===== src/fvs_pkg.sv =====
// Package for the frame victim selector: field widths, command codes,
// sequencer states and the control struct to the compare unit.
// No dependencies; every other file imports it.
package fvs_pkg;

  localparam int FRAME_COUNT_DEF = 128;
  localparam int FRAME_W         = 7;
  localparam int TICK_W          = 32;
  localparam int CMD_W           = 2;

  typedef enum logic [CMD_W-1:0] {
    CMD_SET    = 2'd0,
    CMD_RECORD = 2'd1,
    CMD_VICTIM = 2'd2
  } command_t;

  typedef enum logic [1:0] {
    ST_IDLE,
    ST_SCAN,
    ST_DRAIN,
    ST_FINISH
  } state_t;

  // Control for one step of the shared compare unit.
  typedef struct packed {
    logic clear;
    logic sample;
    logic lru;
  } cmp_ctrl_t;

endpackage


===== src/fvs_if.sv =====
// Valid/ready channel interfaces for the frame victim selector.
// Depends on fvs_pkg for the field widths.
interface fvs_req_if import fvs_pkg::*; ();
  logic              valid;
  logic              ready;
  logic [CMD_W-1:0]  command;
  logic [FRAME_W-1:0] frame_number;
  logic              swappable_flag;
  logic [TICK_W-1:0] tick_value;

  modport source (output valid, command, frame_number, swappable_flag, tick_value,
                  input ready);
  modport sink   (input valid, command, frame_number, swappable_flag, tick_value,
                  output ready);
endinterface

interface fvs_rsp_if import fvs_pkg::*; ();
  logic               valid;
  logic               ready;
  logic [FRAME_W-1:0] victim_frame;
  logic               victim_found;

  modport source (output valid, victim_frame, victim_found, input ready);
  modport sink   (input valid, victim_frame, victim_found, output ready);
endinterface


===== src/fvs_time_store.sv =====
// Last-use timestamp memory: one write port, one registered read port.
// Per-entry valid flops make unwritten entries read as zero. Uses fvs_pkg.
module fvs_time_store import fvs_pkg::*; #(
  parameter int FRAME_COUNT = FRAME_COUNT_DEF,
  parameter int FIDX_W      = $clog2(FRAME_COUNT)
) (
  input  logic              clk,
  input  logic              rst,
  input  logic              wr_en,
  input  logic [FIDX_W-1:0] wr_addr,
  input  logic [TICK_W-1:0] wr_data,
  input  logic              rd_en,
  input  logic [FIDX_W-1:0] rd_addr,
  output logic [TICK_W-1:0] rd_data
);

  logic [TICK_W-1:0]      mem [FRAME_COUNT];
  logic [FRAME_COUNT-1:0] written;
  logic [TICK_W-1:0]      mem_q;
  logic                   written_q;

  always_ff @(posedge clk) begin
    if (wr_en) begin
      mem[wr_addr] <= wr_data;
    end
    if (rd_en) begin
      mem_q     <= mem[rd_addr];
      written_q <= written[rd_addr];
    end
  end

  always_ff @(posedge clk) begin
    if (rst) begin
      written <= '0;
    end else if (wr_en) begin
      written[wr_addr] <= 1'b1;
    end
  end

  assign rd_data = written_q ? mem_q : '0;

endmodule


===== src/fvs_compare_unit.sv =====
// Shared compare unit: folds one candidate frame per step into the best pick.
// Round-robin keeps the first swappable candidate, LRU the oldest. Uses fvs_pkg.
module fvs_compare_unit import fvs_pkg::*; #(
  parameter int FIDX_W = $clog2(FRAME_COUNT_DEF)
) (
  input  logic              clk,
  input  logic              rst,
  input  cmp_ctrl_t         ctrl,
  input  logic [FIDX_W-1:0] cand_idx,
  input  logic              cand_swap,
  input  logic [TICK_W-1:0] cand_time,
  output logic [FIDX_W-1:0] best_idx,
  output logic              best_found
);

  logic [FIDX_W-1:0] best;
  logic [TICK_W-1:0] best_time;
  logic              found;
  logic              take;

  // Strict less-than keeps the earlier index on equal timestamps.
  assign take = cand_swap && (!found || (ctrl.lru && (cand_time < best_time)));

  always_ff @(posedge clk) begin
    if (rst) begin
      found <= 1'b0;
      best  <= '0;
    end else if (ctrl.clear) begin
      found <= 1'b0;
      best  <= '0;
    end else if (ctrl.sample && take) begin
      found <= 1'b1;
      best  <= cand_idx;
    end
  end

  always_ff @(posedge clk) begin
    if (ctrl.sample && take) begin
      best_time <= cand_time;
    end
  end

  assign best_idx   = best;
  assign best_found = found;

endmodule


===== src/frame_victim_selector.sv =====
// Top level of the frame victim selector: sequencer, swappable bits,
// round-robin pointer and result register. Uses fvs_pkg, fvs_if,
// fvs_time_store and fvs_compare_unit.
//
//  channel   dir  handshake              beat contents
//  req       in   req.valid/req.ready    command, frame_number, swappable_flag, tick_value
//  rsp       out  rsp.valid/rsp.ready    victim_frame, victim_found
//  cfg       in   cfg_wr_en              cfg_wr_data -> policy
//
// Set, record and unused command beats give no result.
// A victim request goes from its accept cycle into a scan of one frame per cycle
// through the timestamp memory read port and the compare unit, then a drain step
// for the read pipeline and a finish step that loads the result.
// Reset clears the swappable bits, the timestamp valid flops, the pointer and
// the policy; the block is ready the cycle after reset drops.
// The input is not ready while a request is scanning. A finished result waits
// in the output register; a further request scans meanwhile and holds in its
// last step until that register frees up.
module frame_victim_selector import fvs_pkg::*; #(
  parameter int FRAME_COUNT = FRAME_COUNT_DEF
) (
  input  logic       clk,
  input  logic       rst,
  fvs_req_if.sink    req,
  fvs_rsp_if.source  rsp,
  input  logic       cfg_wr_en,
  input  logic       cfg_wr_data
);

  localparam int FIDX_W = (FRAME_COUNT > 1) ? $clog2(FRAME_COUNT) : 1;
  localparam int CNT_W  = FIDX_W + 1;
  localparam int WIDE_W = (FIDX_W > FRAME_W) ? FIDX_W : FRAME_W;

  state_t state, state_next;

  logic                   policy;
  logic [FRAME_COUNT-1:0] swap_bits;
  logic [FIDX_W-1:0]      ptr;
  logic [FIDX_W-1:0]      base;
  logic [CNT_W-1:0]       cnt;
  logic [CNT_W-1:0]       cand_sum;
  logic [FIDX_W-1:0]      cand;
  logic                   last_issue;

  // Read pipeline stage: index and swappable bit line up with memory data.
  logic                   s1_valid;
  logic [FIDX_W-1:0]      s1_idx;
  logic                   s1_swap;
  logic [TICK_W-1:0]      rd_time;

  logic                   out_valid;
  logic [FRAME_W-1:0]     out_frame;
  logic                   out_found;
  logic                   out_free;

  logic [WIDE_W:0]        frame_wide;
  logic                   frame_ok;
  logic [FIDX_W-1:0]      frame_idx;
  logic                   accept;
  logic                   wr_time;

  cmp_ctrl_t              cmp_ctrl;
  logic [FIDX_W-1:0]      best_idx;
  logic                   best_found;
  logic [WIDE_W-1:0]      best_wide;
  logic                   rd_en;
  logic                   finish;

  // Decode the frame number; drop set and record beats beyond the last frame.
  assign frame_wide = (WIDE_W + 1)'(req.frame_number);
  assign frame_ok   = frame_wide < (WIDE_W + 1)'(FRAME_COUNT);
  assign frame_idx  = frame_wide[FIDX_W-1:0];
  assign accept     = req.valid && req.ready;
  assign wr_time    = accept && (command_t'(req.command) == CMD_RECORD) && frame_ok;

  // Candidate frame: start point plus step count, wrapped once.
  assign cand_sum   = CNT_W'(base) + cnt;
  assign cand       = (cand_sum >= CNT_W'(FRAME_COUNT)) ?
                      FIDX_W'(cand_sum - CNT_W'(FRAME_COUNT)) : FIDX_W'(cand_sum);
  assign last_issue = cnt == CNT_W'(FRAME_COUNT - 1);

  assign out_free   = !out_valid || rsp.ready;
  assign best_wide  = WIDE_W'(best_idx);

  always_ff @(posedge clk) begin
    if (rst) begin
      state <= ST_IDLE;
    end else begin
      state <= state_next;
    end
  end

  always_comb begin
    state_next      = state;
    req.ready       = 1'b0;
    rd_en           = 1'b0;
    finish          = 1'b0;
    cmp_ctrl.clear  = 1'b0;
    cmp_ctrl.sample = s1_valid;
    cmp_ctrl.lru    = policy;
    case (state)
      ST_IDLE: begin
        req.ready = 1'b1;
        if (req.valid && (command_t'(req.command) == CMD_VICTIM)) begin
          cmp_ctrl.clear = 1'b1;
          state_next     = ST_SCAN;
        end
      end
      ST_SCAN: begin
        rd_en = 1'b1;
        if (last_issue) begin
          state_next = ST_DRAIN;
        end
      end
      ST_DRAIN: begin
        state_next = ST_FINISH;
      end
      ST_FINISH: begin
        // Hold until the result register can take the beat.
        if (out_free) begin
          finish     = 1'b1;
          state_next = ST_IDLE;
        end
      end
      default: begin
        state_next = ST_IDLE;
      end
    endcase
  end

  // Control registers.
  always_ff @(posedge clk) begin
    if (rst) begin
      policy    <= 1'b0;
      swap_bits <= '0;
      ptr       <= '0;
      cnt       <= '0;
      s1_valid  <= 1'b0;
      out_valid <= 1'b0;
    end else begin
      if (cfg_wr_en) begin
        policy <= cfg_wr_data;
      end
      if (accept && (command_t'(req.command) == CMD_SET) && frame_ok) begin
        swap_bits[frame_idx] <= req.swappable_flag;
      end
      if (state == ST_IDLE) begin
        cnt <= '0;
      end else if (rd_en) begin
        cnt <= cnt + 1'b1;
      end
      s1_valid <= rd_en;
      // Advance the pointer past a round-robin pick; leave it when none found.
      if (finish && !policy && best_found) begin
        ptr <= (best_idx == FIDX_W'(FRAME_COUNT - 1)) ? '0 : best_idx + 1'b1;
      end
      if (finish) begin
        out_valid <= 1'b1;
      end else if (rsp.ready) begin
        out_valid <= 1'b0;
      end
    end
  end

  // Payload registers.
  always_ff @(posedge clk) begin
    if (accept && (command_t'(req.command) == CMD_VICTIM)) begin
      base <= policy ? '0 : ptr;
    end
    if (rd_en) begin
      s1_idx  <= cand;
      s1_swap <= swap_bits[cand];
    end
    if (finish) begin
      out_frame <= best_wide[FRAME_W-1:0];
      out_found <= best_found;
    end
  end

  fvs_time_store #(
    .FRAME_COUNT (FRAME_COUNT),
    .FIDX_W      (FIDX_W)
  ) u_time_store (
    .clk     (clk),
    .rst     (rst),
    .wr_en   (wr_time),
    .wr_addr (frame_idx),
    .wr_data (req.tick_value),
    .rd_en   (rd_en),
    .rd_addr (cand),
    .rd_data (rd_time)
  );

  fvs_compare_unit #(
    .FIDX_W (FIDX_W)
  ) u_compare_unit (
    .clk        (clk),
    .rst        (rst),
    .ctrl       (cmp_ctrl),
    .cand_idx   (s1_idx),
    .cand_swap  (s1_swap),
    .cand_time  (rd_time),
    .best_idx   (best_idx),
    .best_found (best_found)
  );

  assign rsp.valid        = out_valid;
  assign rsp.victim_frame = out_frame;
  assign rsp.victim_found = out_found;

endmodule


===== src/flat_wrapper.sv =====
// flat-port wrapper written by rule: the top's interface ports become plain ports
module frame_victim_selector_flat import fvs_pkg::*;
#(
  parameter int FRAME_COUNT = FRAME_COUNT_DEF
)
  (clk, rst, cfg_wr_en, cfg_wr_data, req_valid, req_command, req_frame_number, req_swappable_flag, req_tick_value, req_ready, rsp_valid, rsp_victim_frame, rsp_victim_found, rsp_ready);
  fvs_req_if req_i ();
  fvs_rsp_if rsp_i ();
  input  logic clk;
  input  logic rst;
  input  logic cfg_wr_en;
  input  logic cfg_wr_data;
  input wire logic [$bits(req_i.valid)-1:0] req_valid;
  input wire logic [$bits(req_i.command)-1:0] req_command;
  input wire logic [$bits(req_i.frame_number)-1:0] req_frame_number;
  input wire logic [$bits(req_i.swappable_flag)-1:0] req_swappable_flag;
  input wire logic [$bits(req_i.tick_value)-1:0] req_tick_value;
  output wire logic [$bits(req_i.ready)-1:0] req_ready;
  output wire logic [$bits(rsp_i.valid)-1:0] rsp_valid;
  output wire logic [$bits(rsp_i.victim_frame)-1:0] rsp_victim_frame;
  output wire logic [$bits(rsp_i.victim_found)-1:0] rsp_victim_found;
  input wire logic [$bits(rsp_i.ready)-1:0] rsp_ready;
  assign req_i.valid = req_valid;
  assign req_i.command = req_command;
  assign req_i.frame_number = req_frame_number;
  assign req_i.swappable_flag = req_swappable_flag;
  assign req_i.tick_value = req_tick_value;
  assign req_ready = req_i.ready;
  assign rsp_valid = rsp_i.valid;
  assign rsp_victim_frame = rsp_i.victim_frame;
  assign rsp_victim_found = rsp_i.victim_found;
  assign rsp_i.ready = rsp_ready;
  frame_victim_selector #(.FRAME_COUNT(FRAME_COUNT)) u_core (.clk(clk), .rst(rst), .req(req_i), .rsp(rsp_i), .cfg_wr_en(cfg_wr_en), .cfg_wr_data(cfg_wr_data));
endmodule

===== config.mk =====
export PLATFORM = sky130hd
export DESIGN_NAME = frame_victim_selector_flat
export DESIGN_NICKNAME = d
export VERILOG_FILES = /design/src/fvs_pkg.sv /design/src/fvs_if.sv /design/src/fvs_time_store.sv /design/src/fvs_compare_unit.sv /design/src/frame_victim_selector.sv /design/src/flat_wrapper.sv
export SDC_FILE = /design/constraint.sdc
export NUM_CORES = 2
export LEC_CHECK = 0
export ABC_CLOCK_PERIOD_IN_PS = 8500
export BUFFER_PORTS_ARGS = -buffer_cell sky130_fd_sc_hd__buf_2
export CORE_AREA = 2 2 539 541
export CTS_CLUSTER_SIZE = 14
export DETAILED_ROUTE_END_ITERATION = 6
export DIE_AREA = 0 0 541 543
export PLACE_DENSITY = 0.76
export SLEW_MARGIN = 20
export SYNTH_ARGS = -nofsm -noshare
export SYNTH_HDL_FRONTEND = slang
export SYNTH_SLANG_ARGS = --single-unit

===== constraint.sdc =====
create_clock -name clk -period 8.5 [get_ports clk]
set_clock_uncertainty 0.1 [all_clocks]
set_input_delay 1.7 -clock clk [delete_from_list [all_inputs] [get_ports clk]]
set_output_delay 1.7 -clock clk [all_outputs]
set_load 0.01 [all_outputs]

# --- Yosys cells after proc, flatten, opt, wreduce, memory -nomap -nowiden ---
# Memory sizes are Yosys's and may differ from the RTL's. A register that Yosys moved wholly into a read port is not among the register bits.
# Cells that the tools add are included.
word_totals:
  register_bits: 340
  ramBits: 4096
  in_bits: 48
  out_inout_bits: 10
  elab_cells: 87
  n_memories: 1
classes:
  n_addsub: 4
  magnitude_cmp: 6
  eq_ne: 10
  n_mux: 24
  bitwise: 1
  n_reduce_logical: 24
mem_list:
  columns: ["memory", "depth", "width", "rd", "rd_clocked_by_memory_dff", "wr", "line_no", "source"]
  rows:
  - ["u_core.u_time_store.mem", 128, 32, 1, 1, 1, "fvs_time_store.sv:17", "logic [TICK_W-1:0] mem [FRAME_COUNT];"]
ops:
  columns: ["operator", "n"]
  rows:
  - ["bitwise mux 128 bit", 1]
  - ["bitwise OR 128 bit", 1]
  - ["< comparator 32 bit", 1]
  - ["2-to-1 mux 32 bit", 1]
  - ["< comparator 7 x 8 -> 1 bit (second input constant)", 3]
  - ["binary-select mux 1 bit (select 7 bit)", 2]
  - ["2-to-1 mux 7 bit", 2]
  - ["logical AND 1 bit", 13]
  - ["2-to-1 mux 1 bit", 13]
  - ["adder 7 x 8 -> 8 bit", 1]
  - ["adder 8 x 1 -> 8 bit (second input constant)", 1]
  - ["equality test 8 x 7 -> 1 bit (second input constant)", 1]
  - ["greater-or-equal comparator 8 bit (second input constant)", 1]
  - ["one-hot mux 2 bit (4 select lines)", 1]
  - ["adder 7 x 1 -> 7 bit (second input constant)", 1]
  - ["demux 1 bit (select 7 bit)", 1]
  - ["equality test 7 bit (second input constant)", 1]
  - ["greater-or-equal comparator 7 x 1 -> 1 bit (second input constant)", 1]
  - ["subtractor 7 x 1 -> 7 bit (second input constant)", 1]
  - ["equality test 2 bit (second input constant)", 3]
  - ["2-to-1 mux 2 bit", 3]
  - ["!= test 2 x 1 -> 1 bit (second input constant)", 3]
  - ["equality test 2 x 1 -> 1 bit (second input constant)", 2]
  - ["logical NOT 2 bit", 2]
  - ["5 further kinds", 9]

# --- Logic depth before layout (Yosys ltp) ---
depth:
  ltp_word: 7
  mapped_depth: 13
  ltp_nobuf: 10

# --- Modules after synthesis ---
# From an unflattened synthesis, not the netlist that was laid out.
hier_totals:
  hier_cells: 7639
  hier_area_um2: 172067.5
by_module_without_submodules:
  columns: ["module", "n_inst", "cells_per_inst", "area_per_inst_um2"]
  rows:
  - ["fvs_time_store", 1, 6500, 161663.8]
  - ["frame_victim_selector", 1, 957, 8323.0]
  - ["fvs_compare_unit", 1, 182, 2080.7]

# --- Least setup slack after synthesis ---
# No wires, ideal clock.
synth_timing:
  path_type: "input port to flip-flop"
  startpoint: "in req_frame_number[2]"
  endpoint: "mem u_core.u_time_store.mem[106][0], enable pin"
  setup_time_ns: 0.423
  arrival_ns: 4.317
  slack_ns: 3.661
  path_stages: 6
  path_buffers: 3
  path_cell_list: "clkbuf_1 -> or3b_1 -> or2_2 -> clkbuf_1 -> clkbuf_1 -> nor2_1"
synth_via:
  elab_chain_cells: 4
synth_rtl:
  columns: ["item", "line_no", "source"]
  rows:
  - ["from (decl)", "flat_wrapper.sv:15", "input wire logic [$bits(req_i.frame_number)-1:0] req_frame_number;"]
  - ["< comparator 7 x 8 -> 1 bit", "frame_victim_selector.sv:71", "assign frame_ok = frame_wide < (WIDE_W + 1)'(FRAME_COUNT);"]
  - ["logical AND 1 bit", "frame_victim_selector.sv:74", "assign wr_time = accept && (command_t'(req.command) == CMD_RECORD) && frame_ok;"]
  - ["2-to-1 mux 1 bit", "fvs_time_store.sv:23", "if (wr_en) begin"]
  - ["2-to-1 mux 1 bit (not written as such)", "fvs_time_store.sv:24", "mem[wr_addr] <= wr_data;"]
  - ["to (decl)", "fvs_time_store.sv:17", null]
# Several ways; a longest one is shown, not always the timed one.

# --- Final worst setup path ---
layout_timing:
  startpoint: "reg u_core.cnt[2]"
  endpoint: "reg u_core.u_time_store.mem_q[6], read port of u_core.u_time_store.mem, data pin"
layout_via:
  elab_chain_cells: 3
  word_cells_on_any_way: 4
  classes_between: "2 x add/sub; 1 x order compare; 1 x mux"
layout_rtl:
  columns: ["item", "line_no", "source"]
  rows:
  - ["from (decl)", "frame_victim_selector.sv:40", "logic [CNT_W-1:0] cnt;"]
  - ["from (signal assigned)", "frame_victim_selector.sv:150", "cnt <= cnt + 1'b1;"]
  - ["adder 7 x 8 -> 8 bit (*)", "frame_victim_selector.sv:77", "assign cand_sum = CNT_W'(base) + cnt;"]
  - ["subtractor 7 x 1 -> 7 bit / greater-or-equal comparator 8 bit (equally long branches)", "frame_victim_selector.sv:79, frame_victim_selector.sv:78", null]
  - ["2-to-1 mux 7 bit (*)", "frame_victim_selector.sv:78", "assign cand = (cand_sum >= CNT_W'(FRAME_COUNT)) ?"]
  - ["to (decl)", "fvs_time_store.sv:19", "logic [TICK_W-1:0] mem_q;"]
# Every way passes the cells marked *; elsewhere a longest branch is shown, timed or not.
# A chain may end at the register's enable or synchronous reset.

==> summary.md <==
| Metric | Value |
|---|---|
| Status | complete, no violations |
| Clk slew on worst S/H paths | 0.07 ns |
| CTS Sinks | 4468 |
| Row cnt | 197 |
| Comb pwr share | 9.9% |
| Least-Margin Pin Slew | 1.362 ns |
| Mean routed wirelength per cell | 37.10 um |
| Vias per cell | 7.080 |
| WS Path Type | reg -> reg |
| Reg power frac | 51.1% |
| P_leak | 60.74 nW |
| Fin. max-slew vios | 0 |
| CP startpoint kind | flop |
| WL final | 475.7 mm |
| Post-synth top area share | 72.89% |
| Met3 Track Usage GR | 9.245% |
| Worst hold path depth | 2 |
| Global-route track usage on met2 | 48.94% |
| Gate Count Post-Synth | 8375 |
| Synth Net Count | 8467 |
| HP Class | reg -> reg |
| Die Y | 543 um |
| Final setup TNS | 0 ns |
| Max clock buf depth | 4 |
| Core region area | 287400 um2 |
| Layout cells sized above 1 | 26.63% |
| DR vias | 90780 |
| Worst Reg-to-Reg Cells | 10 |
| GRT Total Usage | 32.35% |
| Setup WS pre-CTS | 3.080 ns |
| Postcts setup bufs | 0 |
| Routed Antenna Nets | 0 |
| Mux cell area share after synthesis | 16.28% |
| Clock group share of total power | 39.0% |
| Post-Synth Simple-Gate Area | 2.933% |
| Worst VDD drop | 0.2026 mV |
| Pint | 0.03636 W |
| Final GP Congestion | 0.9245 |
| RSZ-0062 raised after global routing | false |
| GR Util met1 | 43.56% |
| CP endpoint kind | flop |
| Count of state elements after synthesis | 4468 |
| Most common cell after layout, fill and taps aside | edfxtp_1 |
| Hold path start | u_core.u_time_store.written[30] |
| Switching power share of the total | 23.48% |
| Final Hold Viols | 0 |
| Post-cts sizing count | 0 |
| DR DRC count | 0 |
| Max-capacitance violation count | 0 |
| Cell Area, Synth | 172400 um2 |
| Initial DRC Count | 15130 |
| Net Sw Power | 0.01116 W |
| Top Usage Layer GRT | met2 |
| # port buffers | 57 |
| Post-route insts no fill | 12820 |
| Final #Nets | 8757 |
| CP required | 9.13 ns |
| Netlist cell types | 63 |
| Area share of fa/ha/maj cells after synthesis | 0.3237% |
| Congestion Overflow GR | 0 |
| Largest area contributor in the netlist | edfxtp_1 |
| Placed Instances | 12020 |
| Placed cell areas | 179000 um2 |
| CTS tree | built |
| First-pass GRT wire length | 667.2 mm |
| DRT Pass-1 Iters | 7 |
| CP Data Arrival Time | 6.40 ns |
| Slew HR | 8.212% |
| Avg Synthesized Cell Area | 20.58 um2 |
| Initial antenna violation count | 45 |
| Final instance area | 192700 um2 |
| Final Setup Violations | 0 |
| Total Power | 0.04752 W |
| Synth Area in XOR/XNOR | 0.06605% |
| Pin count of the biggest net entering global routing | 139 |
| Initial Util | 59.98% |
| RR Startpoint | u_core.cnt[2] |
| DP HPWL | 263.9 mm |
| Root Buffer | clkbuf_16 |
| Yosys Warn Count | 0 |
| Synth Area in Compound Gates | 2.857% |
| Post-synth EDFFs | 4184 |
| Die area | 293800 um2 |
| Async SR Flop Fraction | 0% |
| Part of the cycle the worst path needs | 67.80% |
| Die X | 541 um |
| Max frequency | 0.1735 GHz |
| Max H-tree Level | 5 |
| Power per cell area | 246.6 nW/um2 |
| Synth area leaders | edfxtp_1 (73%), mux4_2 (14%), dfxtp_1 (3.3%), mux2_2 (1.2%), nand2_1 (1.0%) |
| Largest family of logic cells by synthesized area | multiplexers |
| Setup crit start | u_core.cnt[2] |
| Critical path fanouts, max | 101 |
| Vias in the first global route | 89100 |
| Register area share after synthesis | 76.19% |
| Post-CTS Hold Buffers | 0 |
| Ys flop type | edfxtp_1 |
| Clk_lat worst skew | 0.98 ns |
| Final worst-path setup slack | 2.737 ns |
| Most frequent cells in the layout | edfxtp_1 (4184), mux4_2 (1090), nand2_1 (471) |
| P&R area growth vs syn | 11.81% |
| Min cycle time layout | 5.763 ns |
| CTS buffer count | 428 |
| Ports | 58 |
-- registers in the layout, summed over array words and instances, names as in the netlist --
register and cells:
u_core.u_time_store.written 128, u_core.swap_bits 128, u_core.base 7, u_core.rsp.victim_found 1, u_core.rsp.valid 1, u_core.u_time_store.mem_q 32
u_core.policy 1, u_core.s1_valid 1, u_core.s1_swap 1, u_core.cnt 8, u_core.u_compare_unit.best_found 1, u_core.u_compare_unit.best_time 32
u_core.u_compare_unit.best_idx 7, u_core.u_time_store.written_q 1, u_core.s1_idx 7, u_core.rsp.victim_frame 7, u_core.u_time_store.mem 4096, u_core.ptr 7
u_core.state 2
-- power by group through the flow --
stage | Sequential [W] | Combinational [W] | Clock, W
after global placement | 0.0247 | 0.00455 | 0
after detailed placement | 0.0247 | 0.00463 | 0
after CTS | 0.0243 | 0.00467 | 0.0186
after floorplan | 0.0247 | 0.00292 | 0
final | 0.0243 | 0.00472 | 0.0185
after global routing | 0.0243 | 0.00490 | 0.0194
-- final timing paths --
path                                                        end  slack, ns
worst max-delay path               u_core.u_time_store.mem_q[6]       2.74
worst min-delay path            u_core.u_time_store.written[30]       0.37
worst max register to register     u_core.u_time_store.mem_q[6]       2.74
worst min register to register  u_core.u_time_store.written[30]       0.37
-- critical path: stages (launching register included) --
cell and delay (ns):
dfxtp_1 0.36, ha_1 0.42, o21a_1 0.21, nand2_1 0.39
nand2_4 0.28, buf_12 0.51, buf_4 0.79, mux2_2 0.43
o221ai_1 0.82, o22ai_1 0.54, a221o_1 0.42
-- per-stage QoR --
step | hold WS, ns | utilization, %
final | 0.3688 | 67.06
after global routing | 0.3964 | 67.05
after CTS | 0.3669 | 67.03
after detailed placement | 0.3526 | 62.29
after global placement | 0.3432 | 62.26
after floorplan | 0.3348 | -
-- layer usage --
| layer | up-vias | part of all wire, % | wire [um] |
|---|---|---|---|
| met5 | - | 0.042 | 202 |
| met4 | 30 | 6.0 | 28340 |
| met3 | 1202 | 14 | 64880 |
| met2 | 7186 | 46 | 218900 |
| met1 | 47250 | 34 | 163400 |
| li1 | 35110 | - | - |
-- cell type report --
cell class                      count  area (um2)
Antenna cell                       13       32.53
Tap cell                         3781        4731
Clock buffer                      575       11550
Clock inverter                    218        2083
Inverter                           41       162.7
Sequential cell                  4468      131300
Multi-Input combinational cell   3372       39890
Timing Repair Buffer              354        2949
Fill cell                       17210       94680
-- synth_stat cells, types with 2 or more instances --
cell type,instances
or2_2,8
a32oi_1,7
nand3_1,21
nor2b_1,15
a221o_1,31
xor2_1,8
a211oi_1,140
a22oi_1,5
buf_2,209
dfxtp_1,284
nor3_1,11
xnor2_1,5
edfxtp_1,4184
a31oi_1,5
inv_1,38
nand2_1,474
buf_1,7
o22ai_1,31
or3_1,4
o21ba_2,8
clkbuf_1,265
nand4_1,16
buf_6,3
o21a_1,3
buf_4,10
and4_1,2
mux2i_1,142
o211ai_1,5
mux4_2,1090
ha_1,43
o221ai_1,64
a32o_1,62
a21oi_1,214
mux2_2,186
a311oi_1,4
nand2b_1,6
o21ai_0,133
nand3b_1,5
o2111ai_1,3
and2_1,34
a21o_1,6
and3_1,138
nor2_1,426
-- cells by family (layout without fill, tap and decap cells) --
logic type / count (synthesis) / in the layout
XOR/XNOR: 13 / 13
adder cells (fa/ha/maj): 44 / 44
AND/OR/NAND/NOR: 1168 / 1168
AO/OA/AOI/OAI: 729 / 729
buffers and inverters: 535 / 1188
multiplexers: 1418 / 1418
flip-flops: 4468 / 4468
other: 0 / 13
Power figures use the tool's default switching activity.
